**config.mk**
```make
export PLATFORM = sky130hd
export DESIGN_NAME = polynomial_string_hash_mod
export DESIGN_NICKNAME = d
export VERILOG_FILES = /design/src/sv/psh_pkg.sv /design/src/sv/psh_modred.sv /design/src/sv/polynomial_string_hash_mod.sv
export SDC_FILE = /design/constraint.sdc
export NUM_CORES = 1
export LEC_CHECK = 0
export BUFFER_PORTS_ARGS = -buffer_cell sky130_fd_sc_hd__buf_2
export CAP_MARGIN = 15
export CELL_PAD_IN_SITES_DETAIL_PLACEMENT = 0
export CELL_PAD_IN_SITES_GLOBAL_PLACEMENT = 1
export CORE_MARGIN = 2
export CORE_UTILIZATION = 35
export DETAILED_ROUTE_END_ITERATION = 16
export PLACE_DENSITY_LB_ADDON = 0.1
export SYNTH_ARGS = -nofsm -noshare
export SYNTH_HDL_FRONTEND = slang
export SYNTH_SLANG_ARGS = --single-unit
export TNS_END_PERCENT = 50
```
**constraint.sdc**
```tcl
create_clock -name clk_i -period 7.93 [get_ports clk_i]
set_input_delay 0.793 -clock clk_i [delete_from_list [all_inputs] [get_ports clk_i]]
set_output_delay 0.793 -clock clk_i [all_outputs]
set_load 0.01 [all_outputs]
```
**src/sv/psh_pkg.sv**
```systemverilog
// Package for the polynomial string hash block: payload structs, register
// indexes, reset values and the sequencer state type. No dependencies.
`default_nettype none

package psh_pkg;

  localparam int unsigned CHAR_W    = 8;
  localparam int unsigned HASH_W    = 16;
  localparam int unsigned BASE_W    = 16;
  localparam int unsigned CFG_W     = 16;
  localparam int unsigned CFG_IDX_W = 1;

  // Configuration register indexes
  localparam logic [CFG_IDX_W-1:0] REG_TABLE_SIZE = 1'b0;
  localparam logic [CFG_IDX_W-1:0] REG_HASH_BASE  = 1'b1;

  // Configuration reset values
  localparam logic [CFG_W-1:0] TABLE_SIZE_RST = 16'd16;
  localparam logic [CFG_W-1:0] HASH_BASE_RST  = 16'd10;

  typedef struct packed {
    logic [CHAR_W-1:0] char_code;
    logic              last_char;
  } psh_in_t;

  typedef struct packed {
    logic [HASH_W-1:0] hash_value;
    logic              key_done;
  } psh_out_t;

  typedef enum logic [2:0] {
    ST_IDLE,
    ST_RED_TERM,
    ST_RED_SUM,
    ST_RED_POW,
    ST_EMIT
  } psh_state_e;

endpackage

`default_nettype wire

```
**src/sv/psh_modred.sv**
```systemverilog
// Shared shift-subtract reducer: remainder of a left-aligned dividend modulo
// a runtime modulus, one dividend bit per cycle. No package dependency.
`default_nettype none

module psh_modred #(
  parameter int unsigned MW = 16,
  parameter int unsigned DW = 32,
  parameter int unsigned CW = 6
) (
  input  wire logic          clk_i,
  input  wire logic          rst_ni,
  input  wire logic          start_i,
  input  wire logic [CW-1:0] len_i,
  input  wire logic [DW-1:0] dividend_i,
  input  wire logic [MW-1:0] mod_i,
  output logic               done_o,
  output logic [MW-1:0]      rem_o
);

  logic          busy_q;
  logic [CW-1:0] cnt_q;
  logic          done_q;
  logic [DW-1:0] div_q;
  logic [MW-1:0] rem_q;

  logic [MW:0]   trial;
  logic [MW:0]   diff;
  logic [MW-1:0] rem_step;

  // Bring down the next dividend bit; subtract once if the partial remainder
  // reaches the modulus. It stays below the modulus after every step.
  assign trial    = {rem_q, div_q[DW-1]};
  assign diff     = trial - {1'b0, mod_i};
  assign rem_step = (trial >= {1'b0, mod_i}) ? diff[MW-1:0] : trial[MW-1:0];

  always_ff @(posedge clk_i or negedge rst_ni) begin
    if (!rst_ni) begin
      busy_q <= 1'b0;
      cnt_q  <= '0;
      done_q <= 1'b0;
    end else begin
      done_q <= busy_q && (cnt_q == CW'(1));
      if (start_i) begin
        busy_q <= 1'b1;
        cnt_q  <= len_i;
      end else if (busy_q) begin
        cnt_q <= cnt_q - CW'(1);
        if (cnt_q == CW'(1)) begin
          busy_q <= 1'b0;
        end
      end
    end
  end

  always_ff @(posedge clk_i) begin
    if (start_i) begin
      div_q <= dividend_i;
      rem_q <= '0;
    end else if (busy_q) begin
      div_q <= {div_q[DW-2:0], 1'b0};
      rem_q <= rem_step;
    end
  end

  assign done_o = done_q;
  assign rem_o  = rem_q;

endmodule

`default_nettype wire

```
**src/sv/polynomial_string_hash_mod.sv**
```systemverilog
// Top level of the polynomial string hash: configuration registers, hash
// state, one shared multiplier, sequencer. Uses psh_pkg and psh_modred.
//
//  channel | direction | handshake                  | payload
//  --------+-----------+----------------------------+---------------------------
//  in      | to block  | in_valid_i / in_stall_o    | psh_in_t  (char, last)
//  out     | from blk  | out_valid_o / out_stall_i  | psh_out_t (hash, done)
//  cfg     | to block  | cfg_valid_i / cfg_ready_o  | cfg_idx_i, cfg_data_i
//
//  The shared reducer clears one dividend bit a cycle over three reductions
//  (MW+8, MW+1 and MW+16 bits) for term, sum and next power, with MW the
//  modulus width (min(MOD_BITS,16)). A new character is taken only once the
//  previous result has been written to the output register.
//  Reset is asynchronous and active low; it restores hash 0, power 1 and the
//  register defaults. A stalled result is held in the output register; the
//  block then waits before writing the next one.
`default_nettype none

module polynomial_string_hash_mod #(
  parameter int unsigned MOD_BITS = 16
) (
  input  wire logic                              clk_i,
  input  wire logic                              rst_ni,
  input  wire logic                              in_valid_i,
  output logic                                   in_stall_o,
  input  wire psh_pkg::psh_in_t                  in_data_i,
  output logic                                   out_valid_o,
  input  wire logic                              out_stall_i,
  output psh_pkg::psh_out_t                      out_data_o,
  input  wire logic                              cfg_valid_i,
  output logic                                   cfg_ready_o,
  input  wire logic [psh_pkg::CFG_IDX_W-1:0]     cfg_idx_i,
  input  wire logic [psh_pkg::CFG_W-1:0]         cfg_data_i
);

  // Modulus width: table_size is only 16 bits wide
  localparam int unsigned MW = (MOD_BITS < psh_pkg::CFG_W) ? MOD_BITS : psh_pkg::CFG_W;
  localparam int unsigned DW = MW + psh_pkg::BASE_W;
  localparam int unsigned CW = $clog2(DW + 1);

  localparam logic [CW-1:0] LEN_TERM = CW'(MW + psh_pkg::CHAR_W);
  localparam logic [CW-1:0] LEN_SUM  = CW'(MW + 1);
  localparam logic [CW-1:0] LEN_POW  = CW'(DW);

  psh_pkg::psh_state_e     state_q, state_d;

  logic [psh_pkg::CFG_W-1:0] table_size_q;
  logic [psh_pkg::CFG_W-1:0] hash_base_q;
  logic [MW-1:0]             running_hash_q;
  logic [MW-1:0]             base_power_q;
  logic [MW-1:0]             hash_new_q;
  logic                      last_q;
  logic                      out_valid_q;
  psh_pkg::psh_out_t         out_data_q;

  logic [MW-1:0]             mod_raw;
  logic [MW-1:0]             modulus;
  logic [psh_pkg::BASE_W-1:0] mul_b;
  logic [DW-1:0]             prod;
  logic [MW:0]               sum;

  logic                      red_start;
  logic [CW-1:0]             red_len;
  logic [DW-1:0]             red_div;
  logic                      red_done;
  logic [MW-1:0]             red_rem;
  logic                      load_hash;
  logic                      load_out;

  // Modulus: low MW bits of table_size, a zero treated as one
  assign mod_raw = table_size_q[MW-1:0];
  assign modulus = (mod_raw == '0) ? MW'(1) : mod_raw;

  // Shared multiplier: power times character while idle, power times base later
  assign mul_b = (state_q == psh_pkg::ST_IDLE) ? psh_pkg::BASE_W'(in_data_i.char_code)
                                               : hash_base_q;
  assign prod  = DW'(base_power_q) * DW'(mul_b);

  // Running hash plus reduced term; may exceed the modulus, the hash itself after a table change
  assign sum = {1'b0, running_hash_q} + {1'b0, red_rem};

  psh_modred #(
    .MW (MW),
    .DW (DW),
    .CW (CW)
  ) u_modred (
    .clk_i      (clk_i),
    .rst_ni     (rst_ni),
    .start_i    (red_start),
    .len_i      (red_len),
    .dividend_i (red_div),
    .mod_i      (modulus),
    .done_o     (red_done),
    .rem_o      (red_rem)
  );

  always_ff @(posedge clk_i or negedge rst_ni) begin
    if (!rst_ni) begin
      state_q <= psh_pkg::ST_IDLE;
    end else begin
      state_q <= state_d;
    end
  end

  // Sequencer: term, sum, next power, then hand the result over
  always_comb begin
    state_d   = state_q;
    red_start = 1'b0;
    red_len   = LEN_TERM;
    red_div   = {prod[DW-psh_pkg::CHAR_W-1:0], {psh_pkg::CHAR_W{1'b0}}};
    load_hash = 1'b0;
    load_out  = 1'b0;
    unique case (state_q)
      psh_pkg::ST_IDLE: begin
        if (in_valid_i) begin
          red_start = 1'b1;
          state_d   = psh_pkg::ST_RED_TERM;
        end
      end
      psh_pkg::ST_RED_TERM: begin
        red_len = LEN_SUM;
        red_div = {sum, {(DW - MW - 1){1'b0}}};
        if (red_done) begin
          red_start = 1'b1;
          state_d   = psh_pkg::ST_RED_SUM;
        end
      end
      psh_pkg::ST_RED_SUM: begin
        red_len = LEN_POW;
        red_div = prod;
        if (red_done) begin
          red_start = 1'b1;
          load_hash = 1'b1;
          state_d   = psh_pkg::ST_RED_POW;
        end
      end
      psh_pkg::ST_RED_POW: begin
        if (red_done) begin
          state_d = psh_pkg::ST_EMIT;
        end
      end
      psh_pkg::ST_EMIT: begin
        // Hold until the output register is free or being emptied
        if (!out_valid_q || !out_stall_i) begin
          load_out = 1'b1;
          state_d  = psh_pkg::ST_IDLE;
        end
      end
      default: begin
        state_d = psh_pkg::ST_IDLE;
      end
    endcase
  end

  // Hash state and output valid
  always_ff @(posedge clk_i or negedge rst_ni) begin
    if (!rst_ni) begin
      running_hash_q <= '0;
      base_power_q   <= MW'(1);
      out_valid_q    <= 1'b0;
    end else begin
      if (load_out) begin
        out_valid_q <= 1'b1;
        if (last_q) begin
          running_hash_q <= '0;
          base_power_q   <= MW'(1);
        end else begin
          running_hash_q <= hash_new_q;
          base_power_q   <= red_rem;
        end
      end else if (!out_stall_i) begin
        out_valid_q <= 1'b0;
      end
    end
  end

  // Payload registers
  always_ff @(posedge clk_i) begin
    if ((state_q == psh_pkg::ST_IDLE) && in_valid_i) begin
      last_q <= in_data_i.last_char;
    end
    if (load_hash) begin
      hash_new_q <= red_rem;
    end
    if (load_out) begin
      out_data_q.hash_value <= psh_pkg::HASH_W'(hash_new_q);
      out_data_q.key_done   <= last_q;
    end
  end

  // Configuration registers; always ready
  always_ff @(posedge clk_i or negedge rst_ni) begin
    if (!rst_ni) begin
      table_size_q <= psh_pkg::TABLE_SIZE_RST;
      hash_base_q  <= psh_pkg::HASH_BASE_RST;
    end else if (cfg_valid_i) begin
      unique case (cfg_idx_i)
        psh_pkg::REG_TABLE_SIZE: table_size_q <= cfg_data_i;
        psh_pkg::REG_HASH_BASE:  hash_base_q  <= cfg_data_i;
        default: begin
        end
      endcase
    end
  end

  assign cfg_ready_o = 1'b1;
  assign in_stall_o  = (state_q != psh_pkg::ST_IDLE);
  assign out_valid_o = out_valid_q;
  assign out_data_o  = out_data_q;

endmodule

`default_nettype wire

```
Yosys cells after proc, flatten, opt, wreduce, memory -nomap -nowiden
Cells that the tools add are included.
{"block": "word_totals", "register_bits": 158, "inputBits": 31, "output_inout_bits": 20, "word_cells": 73}
{"block": "classes", "addsub": 3, "mul": 1, "n_lt_le_gt_ge": 1, "n_eq_ne": 11, "mux": 28, "n_bitwise": 1, "reduce_logical": 13}
{"cell": "16-bit two-way mux", "count": 5}
{"cell": "32-bit two-way mux", "count": 2}
{"cell": "32-bit case mux with 2 select lines", "count": 1}
{"cell": "16-bit by 16-bit multiplier with 32-bit output", "count": 1}
{"cell": "16-bit by 16-bit adder with 17-bit output", "count": 1}
{"cell": "17-bit by 16-bit >= comparator with 1-bit output", "count": 1}
{"cell": "16-bit logical NOT", "count": 1}
{"cell": "16-bit subtractor", "count": 1}
{"cell": "3-bit two-way mux", "count": 5}
{"cell": "3-bit case mux with 5 select lines", "count": 1}
{"cell": "6-bit two-way mux", "count": 2}
{"cell": "6-bit case mux with 2 select lines", "count": 1}
{"cell": "1-bit two-way mux", "count": 10}
{"cell": "2-bit by 1-bit inequality test with 1-bit output (second input constant)", "count": 4}
{"cell": "3-bit by 2-bit == test with 1-bit output (second input constant)", "count": 2}
{"cell": "6-bit by 1-bit == test with 1-bit output (second input constant)", "count": 1}
{"cell": "6-bit by 1-bit subtractor with 6-bit output (second input constant)", "count": 1}
{"cell": "5-bit AND reduction", "count": 1}
{"cell": "2-bit inequality test (second input constant)", "count": 2}
{"cell": "2-bit AND reduction", "count": 2}
{"cell": "3-bit by 1-bit == test with 1-bit output (second input constant)", "count": 1}
{"cell": "3-bit == test (second input constant)", "count": 1}
{"cell": "3-bit logical NOT", "count": 1}
{"cell": "3-bit nonzero test", "count": 1}
{"cell": "other kinds (7)", "count": 9}

Depth between registers and ports, before layout
Gate-level depths: netlist (run 1).
{"block": "logic_depth", "depth_word": 5, "mapped_depth": 28, "depth_no_buf": 24}

Hierarchy
Synthesis (run 1) repeated with hierarchy kept, for this count alone.
{"block": "hier_totals", "hier_cells": 1816, "hier_area_um2": 16981.3}
{"mod": "polynomial_string_hash_mod", "n_inst": 1, "cells_each": 1469, "area_per_inst_um2": 13578.0, "seq_area_each_um2": 2727.6}
{"mod": "psh_modred", "n_inst": 1, "cells_each": 347, "area_per_inst_um2": 3403.3, "seq_area_each_um2": 1481.4}

Least setup slack after synthesis (run 1)
Ideal clock, no wire load.
{"block": "synth_path", "kind": "reg2reg", "startpoint": "register state_q[0]", "endpoint": "register u_modred.div_q[30], data pin", "setup_ns": 0.282, "t_arrival_ns": 6.771, "required_ns": 7.648, "setup_slack_ns": 0.877, "path_stages_with_launch": 28, "n_path_buf": 5, "synth_period_minus_slack_ns": 7.053, "path_cell_list": "dfrtp_1 -> clkbuf_1 -> or3_1 -> clkbuf_1 -> clkbuf_1 -> mux2i_1 -> clkbuf_1 -> nor2b_1 -> fa_1 -> inv_1 -> fa_1 -> fa_1 -> inv_1 -> fa_1 -> fa_1 -> inv_1 -> fa_1 -> inv_1 -> ha_1 -> clkbuf_1 -> nand4_1 -> a21oi_1 -> a21oi_1 -> o21ai_0 -> a21oi_1 -> a211o_1 -> mux2i_1 -> a41oi_1"}
{"block": "synth_between", "elab_chain_len": 5, "word_cells_on_any_way": 9, "cone_classes": "mul (1); eq/ne (2); mux (4); reduce/logical (2)"}
{"element": "start, declared", "line": "polynomial_string_hash_mod.sv:45", "rtl": "psh_pkg::psh_state_e state_q, state_d;"}
{"element": "start signal, assigned", "line": "polynomial_string_hash_mod.sv:99", "rtl": "state_q <= psh_pkg::ST_IDLE;"}
{"element": "start signal, assigned", "line": "polynomial_string_hash_mod.sv:101", "rtl": "state_q <= state_d;"}
{"element": "3-bit logical NOT", "line": "polynomial_string_hash_mod.sv:75, polynomial_string_hash_mod.sv:113"}
{"element": "16-bit two-way mux", "line": "polynomial_string_hash_mod.sv:75", "rtl": "assign mul_b = (state_q == psh_pkg::ST_IDLE) ? psh_pkg::BASE_W'(in_data_i.char_code)"}
{"element": "16-bit by 16-bit multiplier with 32-bit output", "line": "polynomial_string_hash_mod.sv:77", "rtl": "assign prod = DW'(base_power_q) * DW'(mul_b);"}
{"element": "32-bit case mux with 2 select lines", "line": "polynomial_string_hash_mod.sv:113", "rtl": "unique case (state_q)"}
{"element": "32-bit two-way mux (*)", "line": "psh_modred.sv:56", "rtl": "if (start_i) begin"}
{"element": "end signal, assigned", "line": "psh_modred.sv:57", "rtl": "div_q <= dividend_i;"}
{"element": "end signal, assigned", "line": "psh_modred.sv:60", "rtl": "div_q <= {div_q[DW-2:0], 1'b0};"}
{"element": "end, declared", "line": "psh_modred.sv:23", "rtl": "logic [DW-1:0] div_q;"}
Every way passes the cells marked *; elsewhere a longest branch is shown, timed or not.
A chain may end at the register's enable or synchronous reset.

Worst setup path after layout (run 1)
{"block": "layout_path", "startpoint": "register state_q[1]", "endpoint": "register u_modred.div_q[21], data pin"}
Same word-level chain as after synthesis.

==> flow_metrics.tcl, run 1 <==
set metrics [dict create \
    power.density_nw_per_um2 222 \
    vias_per_cell 5.21 \
    power_frac_seq_pct 33.4 \
    synth_top_cell_by_area "fa_1" \
    endpoint_kind "register" \
    io_buffers 49 \
    p_comb_share_pct 46.1 \
    syn_nets 2141 \
    p_sw_uw 1770 \
    wl_microns 50700 \
    finalSetupViolations 0 \
    final_common_cell "inv_1" \
    drc 0 \
    cp_data_required_time_ns 8.12 \
    path_max_fanout 45 \
    cts_buffers 17 \
    dp_hpwl_microns 38900 \
    synthAdderAreaFrac_pct 33.8 \
    critPathLaunchType "register" \
    skew_ns 0.0195 \
    grt_max_degree 65 \
    ys.flop_type "dfrtp_1" \
    async_flop_share_pct 48.1 \
    grt_overflow 0 \
    clockPowerShare_pct 20.5 \
    grtUsageTotal_pct 21.3 \
    p_leak_uw 0.00883 \
    ir_drop_mv 0.321 \
    drt_pre_antenna_iters 5 \
    syn2layout_area_growth_pct 8.74 \
    grt_pass1_wl_microns 79200 \
    clock_sinks 158 \
    insertion_delay_ns 0.46 \
    htreeDepth 4 \
    ant_nets 0 \
    avgSynthCellArea_sq_um 9.40 \
    fin_crit_sh_pct 92.4 \
    relSlewSlack_pct 33.6 \
    fmaxAchievable_mhz 137 \
    drt_iter0_drc 706 \
    clkTransAtPathRegs_ns 0.07 \
    synthesis.yosys.warnings 0 \
    holdBufCountCts 0 \
    synth_top_area_share_pct 23.5 \
    start_util_pct 35.2 \
    final_cells 2412 \
    final_nets 2148 \
    finalWeightedCongestion 0.834 \
    switching_share_pct 43.9 \
    synth_cells 1776 \
    ioPinCount 51 \
    die_h_microns 222 \
    hold_path.class "in2async" \
    die_x_microns 222 \
    synth_edf_count 66 \
    syn_area_sq_um 16700 \
    place_inst 2379 \
    final_cell_mix "inv_1 (272), nand2_1 (239), fa_1 (196)" \
    ys_seq_elements 158 \
    synth_top_family_by_area "adder cells" \
    finalSetupTns_ns 0 \
    cts_root_buffer "clkbuf_16" \
    max-clock-path-buffers 2 \
    cts_tree "yes" \
    critPathKind "reg2reg" \
    synthMuxAreaShare_pct 2.64 \
    r2r_cells 22 \
    vias 12600 \
    worst_pin_slew_ns 0.996 \
    wl_per_cell_microns 21.0 \
    layout_min_cycle_time_ns 7.32 \
    outcome "complete, no violations" \
    core_sq_um 47400 \
    finalHoldViolCount 0 \
    intPower_uw 2260 \
    seq_area_frac_synth_pct 25.2 \
    synth-simple-area-share_pct 16.1 \
    synth_xor_area_share_pct 2.67 \
    synth_compound_area_share_pct 11.3 \
    cp.arrival_ns 7.51 \
    grt_pass1_vias 13100 \
    drive_gt1_share_pct 8.30 \
    ys_types 78 \
    die-area_sq_um 49500 \
    rsz0062_at_grt "false" \
    max_cap_viol_count 0 \
    slew_viol_final 0 \
    synthTopCellsByArea "fa_1 (23%), edfxtp_1 (12%), dfrtp_1 (11%)" \
    rows 80 \
    antenna_found_initial 7 \
]
==> power groups by stage <==
stage	Combinational [uW]	Sequential, uW	Clock [uW]
after floorplan	1410	1220	0
after global placement	1850	1370	0
after detailed placement	1860	1360	0
after CTS	1870	1350	852
after global routing	2070	1370	884
final	1860	1350	826
==> flip-flops by register name (all words and copies together) (netlist names) <==
signal / cells
u_modred.rem_o: 16
u_modred.div_q: 32
u_modred.busy_q: 1
out_data_o: 17
running_hash_q: 16
hash_new_q: 16
out_valid_o: 1
u_modred.cnt_q: 6
state_q: 3
hash_base_q: 16
last_q: 1
u_modred.done_o: 1
base_power_q: 16
mod_raw: 16
==> critical path, cell delays in order, from the launching register on <==
cell,delay [ns]
dfrtp_1,0.46
or3_4,0.37
buf_4,0.42
and2_1,0.51
nand2_1,0.15
fa_1,0.57
inv_1,0.05
fa_1,0.55
fa_1,0.43
fa_1,0.49
fa_1,0.49
inv_1,0.05
fa_1,0.47
inv_1,0.04
ha_1,0.37
nand2_1,0.07
o21ai_0,0.32
o211ai_1,0.15
a21o_1,0.21
a2bb2oi_1,0.19
xor2_1,0.15
a222oi_1,0.36
a21oi_1,0.11
==> cell families after synthesis <==
family / count (synthesis)
AOI/OAI and AO/OA: 286
xor gates and xnor gates: 51
adders and majority gates: 334
buffers and inverters: 356
DFF: 158
muxes: 41
other: 1
and+or+nand+nor: 549
==> metrics by stage <==
step | hold WS (ns) | setup slack (ns) | total power (uW) | util, % | instance area, sq um
after global routing | 0.170 | 0.130 | 4330 | 38.3 | 18200
after detailed placement | 0.434 | 0.254 | 3220 | 37.0 | 17600
final | 0.179 | 0.606 | 4030 | 38.3 | 18200
after global placement | 0.440 | 0.320 | 3220 | 37.0 | 17600
after floorplan | 0.428 | 0.877 | 2630 | - | 16700
after CTS | 0.159 | 0.226 | 4070 | 38.3 | 18200
==> layer usage <==
layer  vias up  routed length [microns]  track usage (%)
met5         -                       13                0
met4         2                     1040             5.54
met3        56                     1590             2.49
met2       220                    25000             36.2
met1      6431                    23000             28.7
li1       5865                        -                -
==> Yosys cell counts (all sizes together), types with 4 or more instances <==
cell,number
a21o,20
o22ai,6
o31ai,8
a211oi,15
mux2,24
nor2,53
edfxtp,66
and3,57
nor2b,49
o21bai,5
o21a,21
a221oi,6
o211ai,8
nor3,13
a21oi,55
or3,9
and2,37
a22oi,7
buf,8
xnor2,31
dfstp,4
nand3,19
nand2,240
a31oi,8
clkbuf,75
xor2,20
o221ai,5
nand2b,40
dfrtp,72
ha,138
dfxtp,16
nand4,9
a221o,6
mux2i,17
fa,196
o21ai,83
inv,273
nor4,9
==> repair_timing <==
action                                  in CTS  in global routing
buffers inserted                             0                  0
endpoints found under the hold margin        0                  0
endpoints found under the setup margin       0                 10
resized for setup                            0                  3
==> final timing paths <==
| kind | start | endpoint | slack [ns] |
|---|---|---|---|
| setup / recovery | state_q[1] | u_modred.div_q[21] | 0.61 |
| hold / removal | rst_ni | running_hash_q[9] | 0.18 |
| setup reg to reg | state_q[1] | u_modred.div_q[21] | 0.61 |
| hold reg to reg | hash_new_q[1] | out_data_o[2] | 0.45 |
| max in group asynchronous | rst_ni | mod_raw[15] | 6.61 |
| min in group clk_i | hash_new_q[1] | out_data_o[2] | 0.45 |
==> cell type report <==
type / instances / area [sq um]
antenna: 1 / 2.50
inverter: 273 / 1020
clock inverter: 15 / 168
sequential: 158 / 4210
timing repair buffer: 71 / 413
tap: 615 / 769
clock buffer: 17 / 425
fill: 4948 / 29300
multi-input combinational: 1262 / 11100
No activity file was read; power rests on OpenSTA's default activity.
==> inputs of run 2 (changes only) <==
--- a/config.mk
+++ b/config.mk
@@ -12,6 +12,8 @@
 export CORE_MARGIN = 2
 export CORE_UTILIZATION = 35
 export DETAILED_ROUTE_END_ITERATION = 16
+export GPL_TIMING_DRIVEN = 0
+export HOLD_SLACK_MARGIN = 0.1
 export PLACE_DENSITY_LB_ADDON = 0.1
 export SYNTH_ARGS = -nofsm -noshare
 export SYNTH_HDL_FRONTEND = slang
==> run 2 against run 1 <==
Effect of this change:
- final cell count is 2.2% higher
- clock skew about the same
- sequential power hardly changed
- fmax down 4.4%
- count of clock-buffer cells in the layout increased by 1
- critical path depth rose by 4
- flip-flop and latch count unchanged
- combinational power rose by 9%
- critical path type unchanged
==> flow_metrics.tcl, run 2 (same netlist as run 1, synthesis figures left out) <==
set metrics [dict create \
    syn2layout_area_growth_pct 10.3 \
    path_buf_inv 8 \
    die-area_sq_um 49500 \
    grt_overflow 0 \
    drc 0 \
    critical_path.top_delay_family "adder cells" \
    die_h_microns 222 \
    final_nets 2203 \
    r2r_cells 26 \
    antenna_found_initial 0 \
    vias_per_cell 5.23 \
    path_max_fanout 10 \
    crit_top_cell "fa_1" \
    htreeDepth 4 \
    outcome "complete, no violations" \
    holdBufCountCts 0 \
    place_area_sq_um 17800 \
    rows 80 \
    rsz0062_at_grt "true" \
    grt_max_degree 60 \
    diodes 0 \
    final_cell_area_sq_um 18400 \
    largest_reg_flops 32 \
    power.density_nw_per_um2 227 \
    hold_ws_ns 0.212 \
    slowest_delay_ns 0.55 \
    clock_sinks 158 \
    hold_path.class "in2async" \
    rrSetupSlack_ns 0.27 \
    ioPinCount 51 \
    nFillCells 4851 \
    drive_gt1_share_pct 7.83 \
    fmaxAchievable_mhz 131 \
    io_buffers 49 \
    final_cells 2466 \
    p_total_uw 4170 \
    cts_root_buffer "clkbuf_16" \
    die_x_microns 222 \
    dp_hpwl_microns 43700 \
    relSlewSlack_pct 44.7 \
    slew_viol_final 0 \
    drt_iter0_drc 773 \
    endpoint_kind "register" \
    worst_pin_slew_ns 0.826 \
    layout_min_cycle_time_ns 7.66 \
    finalHoldViolCount 0 \
    skew_ns 0.0195 \
    drt_pre_antenna_iters 5 \
    regMostFlops "u_modred.div_q" \
    vias 12900 \
    fin_crit_sh_pct 96.6 \
    cp_data_required_time_ns 8.14 \
    max_cap_viol_count 0 \
    core_sq_um 47400 \
    r2r-start "state_q[0]" \
    ant_nets 0 \
    final_common_cell "inv_1" \
    wl_microns 53800 \
    insertion_delay_ns 0.46 \
    critPathKind "reg2reg" \
    cts_buffers 17 \
    worstReg2RegEnd "u_modred.div_q[24]" \
    wl_per_cell_microns 21.8 \
    grt_pass1_vias 13400 \
    cts_tree "yes" \
    finalWeightedCongestion 0.840 \
    place_inst 2442 \
    p_leak_uw 0.00888 \
    clkTransAtPathRegs_ns 0.08 \
    grt_pass1_wl_microns 81800 \
    start_util_pct 35.2 \
    critPathLaunchType "register" \
    max-clock-path-buffers 2 \
    ir_drop_mv 0.233 \
    finalSetupViolations 0 \
    cp.arrival_ns 7.87 \
    grtUsageTotal_pct 22.2 \
    worst_path_max_delay_cell "fa_1" \
    final_cell_mix "inv_1 (272), nand2_1 (239), fa_1 (196)" \
]
## run 2: changes by cell type in the layout (fill, tap and decap cells not counted), sizes merged
cell,change
diode,-1
clkinvlp,+4
clkinv,-5
clkbuf,+66
buf,-10
## run 2: cell type report
type	count	area [sq um]	share of cell area (%)
inverters	273	1020	5.56
repair buffers	53	330	1.79
plain buffers	73	317	1.72
multi-input cells	1262	11200	60.8
clock inverters	14	145	0.788
well taps	615	769	4.18
flip-flops and latches	158	4210	22.9
clock buffers	18	429	2.33
## run 2: per-stage QoR
stage,utilization (%),setup TNS (ns),setup WS (ns)
after floorplan,-,0,0.877
after global placement,37.3,-21.61,-1.46
after detailed placement,37.5,-22.60,-1.50
after CTS,38.8,0,0.00406
after global routing,38.8,-0.0149,-0.00866
final,38.8,0,0.267
## run 2: worst max-delay path by stage
stage	start	to	cells past startpoint
finish	state_q[0]	u_modred.div_q[24]	26
global route	state_q[0]	u_modred.div_q[30]	26
CTS	state_q[0]	u_modred.div_q[30]	27
detailed placement	state_q[0]	u_modred.div_q[30]	27
global placement	state_q[0]	u_modred.div_q[30]	27
floorplan	state_q[0]	u_modred.div_q[30]	27
## run 2: per-layer routing
metal  vias to the layer above  routed length (microns)  GRT usage (%)
met2                       253                    25800           37.3
li1                       5993                        -              -
met3                        48                     1930           2.79
met1                      6607                    24800           29.9
met4                         0                     1250           6.95
met5                         -                        0              0
## run 2: what timing repair did
item                                    in CTS  in global routing
endpoints found under the setup margin      22                 13
buffers inserted                             2                  0
pin swaps                                    0                  0
resized for setup                           16                 10
## run 2: power by group
group	switching [uW]	internal, uW	leakage (uW)
Sequential	229	1110	0.00173
Clock	405	418	0.000269
Combinational	1220	799	0.00688
